`config.mk`:
```
export PLATFORM = sky130hd
export DESIGN_NAME = tcp_option_mss_extractor
export DESIGN_NICKNAME = d
export VERILOG_FILES = /design/src/rtl/tcpmss_pkg.sv /design/src/rtl/tcpmss_in_reg.sv /design/src/rtl/tcpmss_parser.sv /design/src/rtl/tcpmss_out_reg.sv /design/src/rtl/tcp_option_mss_extractor.sv
export SDC_FILE = /design/constraint.sdc
export NUM_CORES = 1
export LEC_CHECK = 0
export BUFFER_PORTS_ARGS = -buffer_cell sky130_fd_sc_hd__buf_4
export CORE_ASPECT_RATIO = 0.6
export CORE_UTILIZATION = 59
export DETAILED_ROUTE_END_ITERATION = 6
export PLACE_DENSITY = 0.76
export SYNTH_ARGS = -nofsm -noshare
export SYNTH_HDL_FRONTEND = slang
export SYNTH_SLANG_ARGS = --single-unit
```
`constraint.sdc`:
```
create_clock -name clk -period 7.1 [get_ports clk]
set_clock_uncertainty 0.2 [all_clocks]
set_input_delay 0.355 -clock clk [delete_from_list [all_inputs] [get_ports clk]]
set_output_delay 0.355 -clock clk [all_outputs]
set_load 0.01 [all_outputs]
```
`src/rtl/tcpmss_pkg.sv`:
```
// shared types and constants for the tcp option mss extractor
`default_nettype none

package tcpmss_pkg;

  // header layout
  localparam int unsigned MAX_HDR_BYTES_DEF = 64;
  localparam int unsigned HLEN_W            = 6;
  localparam int unsigned DOFF_BYTE         = 12;
  localparam int unsigned MIN_HDR           = 20;

  // option kinds and lengths
  localparam logic [7:0] KIND_EOL    = 8'd0;
  localparam logic [7:0] KIND_NOP    = 8'd1;
  localparam logic [7:0] KIND_MSS    = 8'd2;
  localparam logic [7:0] MSS_LEN     = 8'd4;
  localparam logic [7:0] MIN_OPT_LEN = 8'd2;

  // option walk phases
  typedef enum logic [4:0] {
    PH_KIND   = 5'b00001,
    PH_LEN    = 5'b00010,
    PH_SKIP   = 5'b00100,
    PH_MSS_HI = 5'b01000,
    PH_MSS_LO = 5'b10000
  } phase_t;

  // one header byte as held in the input register
  typedef struct packed {
    logic [7:0] hdr_byte;
    logic       last;
  } step_t;

  // one finished result
  typedef struct packed {
    logic [15:0]       mss;
    logic              mss_found;
    logic [HLEN_W-1:0] header_length;
  } result_t;

endpackage

`default_nettype wire

```
`src/rtl/tcpmss_in_reg.sv`:
```
// input register stage for header byte transfers
`default_nettype none

module tcpmss_in_reg
  import tcpmss_pkg::*;
(
  input  wire logic       clk,
  input  wire logic       rst_n,
  input  wire logic       in_valid,
  output logic            in_stall,
  input  wire logic [7:0] in_hdr_byte,
  input  wire logic       in_last,
  output logic            step_valid,
  output step_t           step,
  input  wire logic       step_take
);

  logic  valid_r;
  logic  valid_nxt;
  step_t step_r;
  logic  load;

  // hold while the parser cannot take the staged byte
  assign in_stall = valid_r && !step_take;
  assign load     = in_valid && !in_stall;

  always_comb begin
    valid_nxt = valid_r;
    if (load) begin
      valid_nxt = 1'b1;
    end else if (step_take) begin
      valid_nxt = 1'b0;
    end
  end

  always_ff @(posedge clk) begin
    if (!rst_n) begin
      valid_r <= 1'b0;
    end else begin
      valid_r <= valid_nxt;
    end
  end

  // payload needs no reset
  always_ff @(posedge clk) begin
    if (load) begin
      step_r.hdr_byte <= in_hdr_byte;
      step_r.last     <= in_last;
    end
  end

  assign step_valid = valid_r;
  assign step       = step_r;

endmodule

`default_nettype wire

```
`src/rtl/tcpmss_parser.sv`:
```
// per-byte option walk state and result build
`default_nettype none

module tcpmss_parser
  import tcpmss_pkg::*;
#(
  parameter int unsigned MAX_HEADER_BYTES = MAX_HDR_BYTES_DEF
)
(
  input  wire logic  clk,
  input  wire logic  rst_n,
  input  wire logic  step_en,
  input  wire step_t step,
  output logic       res_valid,
  output result_t    res
);

  localparam int unsigned POS_W   = $clog2(MAX_HEADER_BYTES);
  localparam logic [POS_W-1:0] POS_MAX = POS_W'(MAX_HEADER_BYTES - 1);

  logic [POS_W-1:0]  pos_r,        pos_nxt;
  logic [HLEN_W-1:0] hdr_len_r,    hdr_len_nxt;
  phase_t            phase_r,      phase_nxt;
  logic [7:0]        kind_r,       kind_nxt;
  logic [HLEN_W-1:0] opt_start_r,  opt_start_nxt;
  logic [7:0]        skip_r,       skip_nxt;
  logic [7:0]        mss_hi_r,     mss_hi_nxt;
  logic [15:0]       mss_val_r,    mss_val_nxt;
  logic              mss_seen_r,   mss_seen_nxt;
  logic              stopped_r,    stopped_nxt;

  logic       walk;
  logic [8:0] pos_ext;
  logic [8:0] hlen_ext;
  logic [8:0] opt_end;
  logic [7:0] b;
  logic [7:0] skip_dec;

  assign b        = step.hdr_byte;
  assign pos_ext  = 9'(pos_r);
  assign hlen_ext = 9'(hdr_len_r);
  assign opt_end  = 9'(opt_start_r) + 9'(b);
  assign skip_dec = skip_r - 8'(skip_r != 8'd0);

  // byte is inside the option area and the walk is still running
  assign walk = !stopped_r && (pos_ext >= 9'(MIN_HDR)) && (pos_ext < hlen_ext);

  always_comb begin
    pos_nxt       = (pos_r < POS_MAX) ? pos_r + POS_W'(1) : pos_r;
    hdr_len_nxt   = hdr_len_r;
    phase_nxt     = phase_r;
    kind_nxt      = kind_r;
    opt_start_nxt = opt_start_r;
    skip_nxt      = skip_r;
    mss_hi_nxt    = mss_hi_r;
    mss_val_nxt   = mss_val_r;
    mss_seen_nxt  = mss_seen_r;
    stopped_nxt   = stopped_r;

    if (pos_ext == 9'(DOFF_BYTE)) begin
      // data offset in words, times four
      hdr_len_nxt = {b[7:4], 2'b00};
    end else if (walk) begin
      unique case (phase_r)
        PH_KIND: begin
          if (b == KIND_NOP) begin
            phase_nxt = PH_KIND;
          end else if (b == KIND_EOL || pos_ext + 9'd2 > hlen_ext) begin
            stopped_nxt = 1'b1;
          end else begin
            kind_nxt      = b;
            opt_start_nxt = HLEN_W'(pos_r);
            phase_nxt     = PH_LEN;
          end
        end
        PH_LEN: begin
          if (b < MIN_OPT_LEN || opt_end > hlen_ext) begin
            stopped_nxt = 1'b1;
          end else if (kind_r == KIND_MSS && b == MSS_LEN) begin
            phase_nxt = PH_MSS_HI;
          end else begin
            skip_nxt  = b - MIN_OPT_LEN;
            phase_nxt = (b == MIN_OPT_LEN) ? PH_KIND : PH_SKIP;
          end
        end
        PH_SKIP: begin
          skip_nxt = skip_dec;
          if (skip_dec == 8'd0) begin
            phase_nxt = PH_KIND;
          end
        end
        PH_MSS_HI: begin
          mss_hi_nxt = b;
          phase_nxt  = PH_MSS_LO;
        end
        PH_MSS_LO: begin
          mss_val_nxt  = {mss_hi_r, b};
          mss_seen_nxt = 1'b1;
          phase_nxt    = PH_KIND;
        end
        default: begin
          stopped_nxt = 1'b1;
        end
      endcase
    end
  end

  // result from the state after this byte
  assign res_valid         = step_en && step.last;
  assign res.mss           = mss_seen_nxt ? mss_val_nxt : 16'd0;
  assign res.mss_found     = mss_seen_nxt;
  assign res.header_length = hdr_len_nxt;

  // state update; the last byte of a header returns to the start state
  always_ff @(posedge clk) begin
    if (!rst_n || (step_en && step.last)) begin
      pos_r       <= '0;
      hdr_len_r   <= '0;
      phase_r     <= PH_KIND;
      kind_r      <= '0;
      opt_start_r <= '0;
      skip_r      <= '0;
      mss_hi_r    <= '0;
      mss_val_r   <= '0;
      mss_seen_r  <= 1'b0;
      stopped_r   <= 1'b0;
    end else if (step_en) begin
      pos_r       <= pos_nxt;
      hdr_len_r   <= hdr_len_nxt;
      phase_r     <= phase_nxt;
      kind_r      <= kind_nxt;
      opt_start_r <= opt_start_nxt;
      skip_r      <= skip_nxt;
      mss_hi_r    <= mss_hi_nxt;
      mss_val_r   <= mss_val_nxt;
      mss_seen_r  <= mss_seen_nxt;
      stopped_r   <= stopped_nxt;
    end
  end

endmodule

`default_nettype wire

```
`src/rtl/tcpmss_out_reg.sv`:
```
// result register for the output channel
`default_nettype none

module tcpmss_out_reg
  import tcpmss_pkg::*;
(
  input  wire logic         clk,
  input  wire logic         rst_n,
  input  wire logic         res_valid,
  input  wire result_t      res,
  output logic              res_ready,
  output logic              out_valid,
  input  wire logic         out_stall,
  output logic [15:0]       out_mss,
  output logic              out_mss_found,
  output logic [HLEN_W-1:0] out_header_length
);

  logic    valid_r;
  logic    valid_nxt;
  result_t res_r;
  logic    load;

  // free when empty or when the held result leaves this cycle
  assign res_ready = !valid_r || !out_stall;
  assign load      = res_valid && res_ready;

  always_comb begin
    valid_nxt = valid_r;
    if (load) begin
      valid_nxt = 1'b1;
    end else if (!out_stall) begin
      valid_nxt = 1'b0;
    end
  end

  always_ff @(posedge clk) begin
    if (!rst_n) begin
      valid_r <= 1'b0;
    end else begin
      valid_r <= valid_nxt;
    end
  end

  always_ff @(posedge clk) begin
    if (load) begin
      res_r <= res;
    end
  end

  assign out_valid         = valid_r;
  assign out_mss           = res_r.mss;
  assign out_mss_found     = res_r.mss_found;
  assign out_header_length = res_r.header_length;

endmodule

`default_nettype wire

```
`src/rtl/tcp_option_mss_extractor.sv`:
```
// top level of the tcp option mss extractor
//
//   channel  direction  payload                                   handshake
//   in_      input      hdr_byte[7:0], last                       in_valid / in_stall
//   out_     output     mss[15:0], mss_found, header_length[5:0]  out_valid / out_stall
//
// one header byte per cycle unless a byte marked last waits on a stalled result; a byte
// is held in the input register, and the result of a byte marked last is loaded into the
// result register as that byte moves on; the option walk state updates once per byte
// rst_n is synchronous; it empties both registers and clears the walk state
// a stalled result holds only a byte marked last in the input register;
// other bytes keep flowing while the result waits
`default_nettype none

module tcp_option_mss_extractor
  import tcpmss_pkg::*;
#(
  parameter int unsigned MAX_HEADER_BYTES = MAX_HDR_BYTES_DEF
)
(
  input  wire logic         clk,
  input  wire logic         rst_n,
  input  wire logic         in_valid,
  output logic              in_stall,
  input  wire logic [7:0]   in_hdr_byte,
  input  wire logic         in_last,
  output logic              out_valid,
  input  wire logic         out_stall,
  output logic [15:0]       out_mss,
  output logic              out_mss_found,
  output logic [HLEN_W-1:0] out_header_length
);

  logic    step_valid;
  step_t   step;
  logic    step_take;
  logic    res_valid;
  result_t res;
  logic    res_ready;

  // a staged byte moves on unless it is a last byte with the result slot full and stalled
  assign step_take = step_valid && (!step.last || res_ready);

  tcpmss_in_reg u_in_reg (
    .clk         (clk),
    .rst_n       (rst_n),
    .in_valid    (in_valid),
    .in_stall    (in_stall),
    .in_hdr_byte (in_hdr_byte),
    .in_last     (in_last),
    .step_valid  (step_valid),
    .step        (step),
    .step_take   (step_take)
  );

  tcpmss_parser #(
    .MAX_HEADER_BYTES (MAX_HEADER_BYTES)
  ) u_parser (
    .clk       (clk),
    .rst_n     (rst_n),
    .step_en   (step_take),
    .step      (step),
    .res_valid (res_valid),
    .res       (res)
  );

  tcpmss_out_reg u_out_reg (
    .clk               (clk),
    .rst_n             (rst_n),
    .res_valid         (res_valid),
    .res               (res),
    .res_ready         (res_ready),
    .out_valid         (out_valid),
    .out_stall         (out_stall),
    .out_mss           (out_mss),
    .out_mss_found     (out_mss_found),
    .out_header_length (out_header_length)
  );

endmodule

`default_nettype wire

```
==> key figures <==
Critical path
  • FF-to-FF setup slack: 3.08 ns
  • Critical path type: reg2reg
  • Slowest CP cell: edfxtp_1
  • CP arrival: 4.07 ns
  • Most frequent CP cell: nor2_1
  • WP data required: 7.15 ns
  • Crit-path cells: ha_1 -> inv_1 -> fa_1 -> nor2b_1 -> nor2_1 -> nor2_1 -> nor2_1 -> xnor2_1 -> ha_1 -> a211oi_1 -> a21oi_1 -> o31ai_2 -> nand4_1 -> a31o_2
  • CP max FO: 9
  • CP endpoint kind: flop
  • CP peak stage delay: 0.55 ns
  • Critical path launch point type: flop

Route
  • DR vias: 4196
  • Final wirelength: 12100 µm
  • Wire per inst: 17.2 µm
  • Post-route ant nets: 0
  • DRC violations left: 0
  • Detailed Routing Iterations Pass 1: 6
  • Initial DRC Count: 386
  • Via density: 5.95

Global routing
  • First-pass GRT wire length: 19700 µm
  • Vias in the first global route: 3904
  • Largest net degree at the start of global routing: 56
  • Initial antenna violation count: 0
  • GRT Overall Usage: 28.5%
  • Grt ovf: 0

Clocking
  • Sink Count: 99
  • Htree depth: 3
  • TritonCTS buffer count: 9
  • CTS tree: done
  • Clock latency on the worst-skew pair: 0.35 ns
  • Max Root-Sink Buffers: 2
  • Clock-pin slew on the worst setup and hold paths: 0.07 ns
  • CTS Root Cell: clkbuf_16

STA
  • Final worst slack: 3.08 ns
  • Setup tns final: 0 ns
  • RSZ-0062 raised after global routing: no
  • Min cycle time layout: 4.02 ns
  • Worst rel slew slack: 19.3%
  • Final period utilization: 56.7%
  • Worst Max-Slew Pin Slew: 1.20 ns
  • Maximum clock rate: 0.248 GHz
  • Endpoints failing hold: 0
  • Final setup vio count: 0
  • Final hold slack: 0.0258 ns
  • Max Slew Vio Count: 0

Floorplan
  • Top Ports: 38
  • Core area: 0.00856 mm²
  • Initial core utilization: 61.0%
  • Row cnt: 26
  • Die W: 123 µm
  • Die footprint: 0.00924 mm²
  • Die span in y: 74.8 µm

Cells and area
  • Share of layout cells above drive strength 1: 11.8%
  • Area grow syn2layout: 13.7%
  • Diodes inserted: 0
  • Most frequent cells in the layout: nor2_1, nand2_1, dfxtp_1
  • Commonest non-fill, non-tap cell in the layout: nor2_1
  • Cell Count, Final, Fillers Out: 705
  • Final net count: 631

Synth
  • Synth Flop Type: dfxtp_1
  • Seq/Total Area, Yosys: 44.1%
  • Yosys top cell by area: dfxtp_1
  • Post-synth ARST share: 0%
  • YS warnings: 0
  • Synth cell types: 57
  • Number of flops mapped to enable cells by yosys: 32
  • Largest cells by area after synthesis: dfxtp_1, edfxtp_1, mux2i_1
  • Synthesized area: 0.00522 mm²
  • Avg Inst Size Synth: 9.23 µm²
  • Post-synth top area share: 25.7%
  • Post-Syn Nets: 608
  • #FFs+latches synth: 99
  • Cell count after synthesis: 565

Pwr
  • Peak VDD IR: 0.108 mV
  • PD cells: 204 mW/mm²
  • Lkg Pwr: 0.00220 µW

Placement
  • HPWL Detailed: 8430 µm
  • Placed cell count: 680
  • Final GP Congestion: 0.902
  • # port buffers: 37
  • Pre-CTS WS: 3.18 ns

Run status
  • Status: finished, final reports clean

Flow run
  • Max_cap viols: 0

Worst hold path
  • Min-Delay Path Class: in2reg
-- power by group --
| part | internal (µW) | total [µW] | switching, µW |
|---|---|---|---|
| Combinational | 27.5 | 63.3 | 35.8 |
| Clock | 305 | 540 | 235 |
| Sequential | 592 | 605 | 13.2 |
| Total | 924 | 1210 | 284 |
-- critical path, delay by kind of cell (launching register included) --
family / cells / cell delay [ns]
simple gates: 5 / 0.77
buf+inv: 1 / 0.06
fa+ha+maj: 3 / 0.95
flops: 1 / 0.55
xor+xnor: 1 / 0.13
compound gates: 4 / 1.23
-- repair_timing --
action                                 4_1_cts  5_1_grt
hold buffers                                 9        0
setup buffers                                0        0
gates resized for setup                      0        0
endpoints found under the hold margin        9        0
setup endpoints to repair                    0        0
-- kinds of logic (layout without fill, tap and decap cells) --
logic type	count (synthesis)	count (layout)	share of synthesized area [%]
simple gates	224	224	20.4
flops	99	99	44.1
compound gates	85	85	10.7
buf+inv	57	85	4.48
mux	50	50	9.59
fa+ha+maj	30	30	7.34
xor+xnor	20	20	3.36
-- routing by layer --
metal | share of wire, % | track usage [%] | vias to the layer above
met5 | 0 | 0 | -
met1 | 47 | 38.6 | 1989
met4 | 1.4 | 8.30 | 0
met3 | 6.4 | 5.76 | 19
li1 | - | - | 2027
met2 | 45 | 46.9 | 161
-- worst paths after layout --
check | startpoint | end | depth (start not counted)
worst max register to register | u_in_reg.step[1] | u_parser.phase_r[4] | 14
worst min-delay path | in_valid | u_in_reg.step_valid | 2
worst max-delay path | u_in_reg.step[1] | u_parser.phase_r[4] | 14
worst min register to register | u_parser.skip_r[0] | u_parser.skip_r[0] | 2
-- synth_stat cells (all sizes together) (5+ instances only) --
cell and number:
a211oi 5, a21oi 17, and3 5, buf 7
clkbuf 29, dfxtp 67, edfxtp 32, ha 29
inv 21, mux2i 50, nand2 72, nand2b 5
nand3 13, nor2 76, nor2b 5, nor3 14
o211ai 9, o21ai 26, xnor2 14, xor2 6
-- cell type report --
type / count / area, µm²
multi-input cells: 409 / 2690
well taps: 112 / 140
inverters: 21 / 78.8
repair buffers: 48 / 383
clock inverters: 6 / 91.3
flip-flops and latches: 99 / 2300
fillers: 658 / 2620
clock buffers: 10 / 250
-- stage by stage --
stage	total power, µW	utilization [%]	instance area (µm²)
2_1_floorplan	650	-	5220
3_3_place_gp	674	64.3	5500
3_5_place_dp	676	64.3	5500
4_1_cts	1210	69.4	5930
5_1_grt	1250	69.4	5930
6_report	1210	69.4	5930
-- flip-flops by register name, indices dropped and copies added, names as in the netlist, 5 cells and up --
signal / cells
u_in_reg.step: 9
u_out_reg.out_header_length: 6
u_out_reg.out_mss: 16
u_parser.hdr_len_r: 6
u_parser.kind_r: 8
u_parser.mss_hi_r: 8
u_parser.mss_val_r: 16
u_parser.opt_start_r: 6
u_parser.phase_r: 5
u_parser.pos_r: 6
u_parser.skip_r: 8
(Power assumes the default switching activity.)
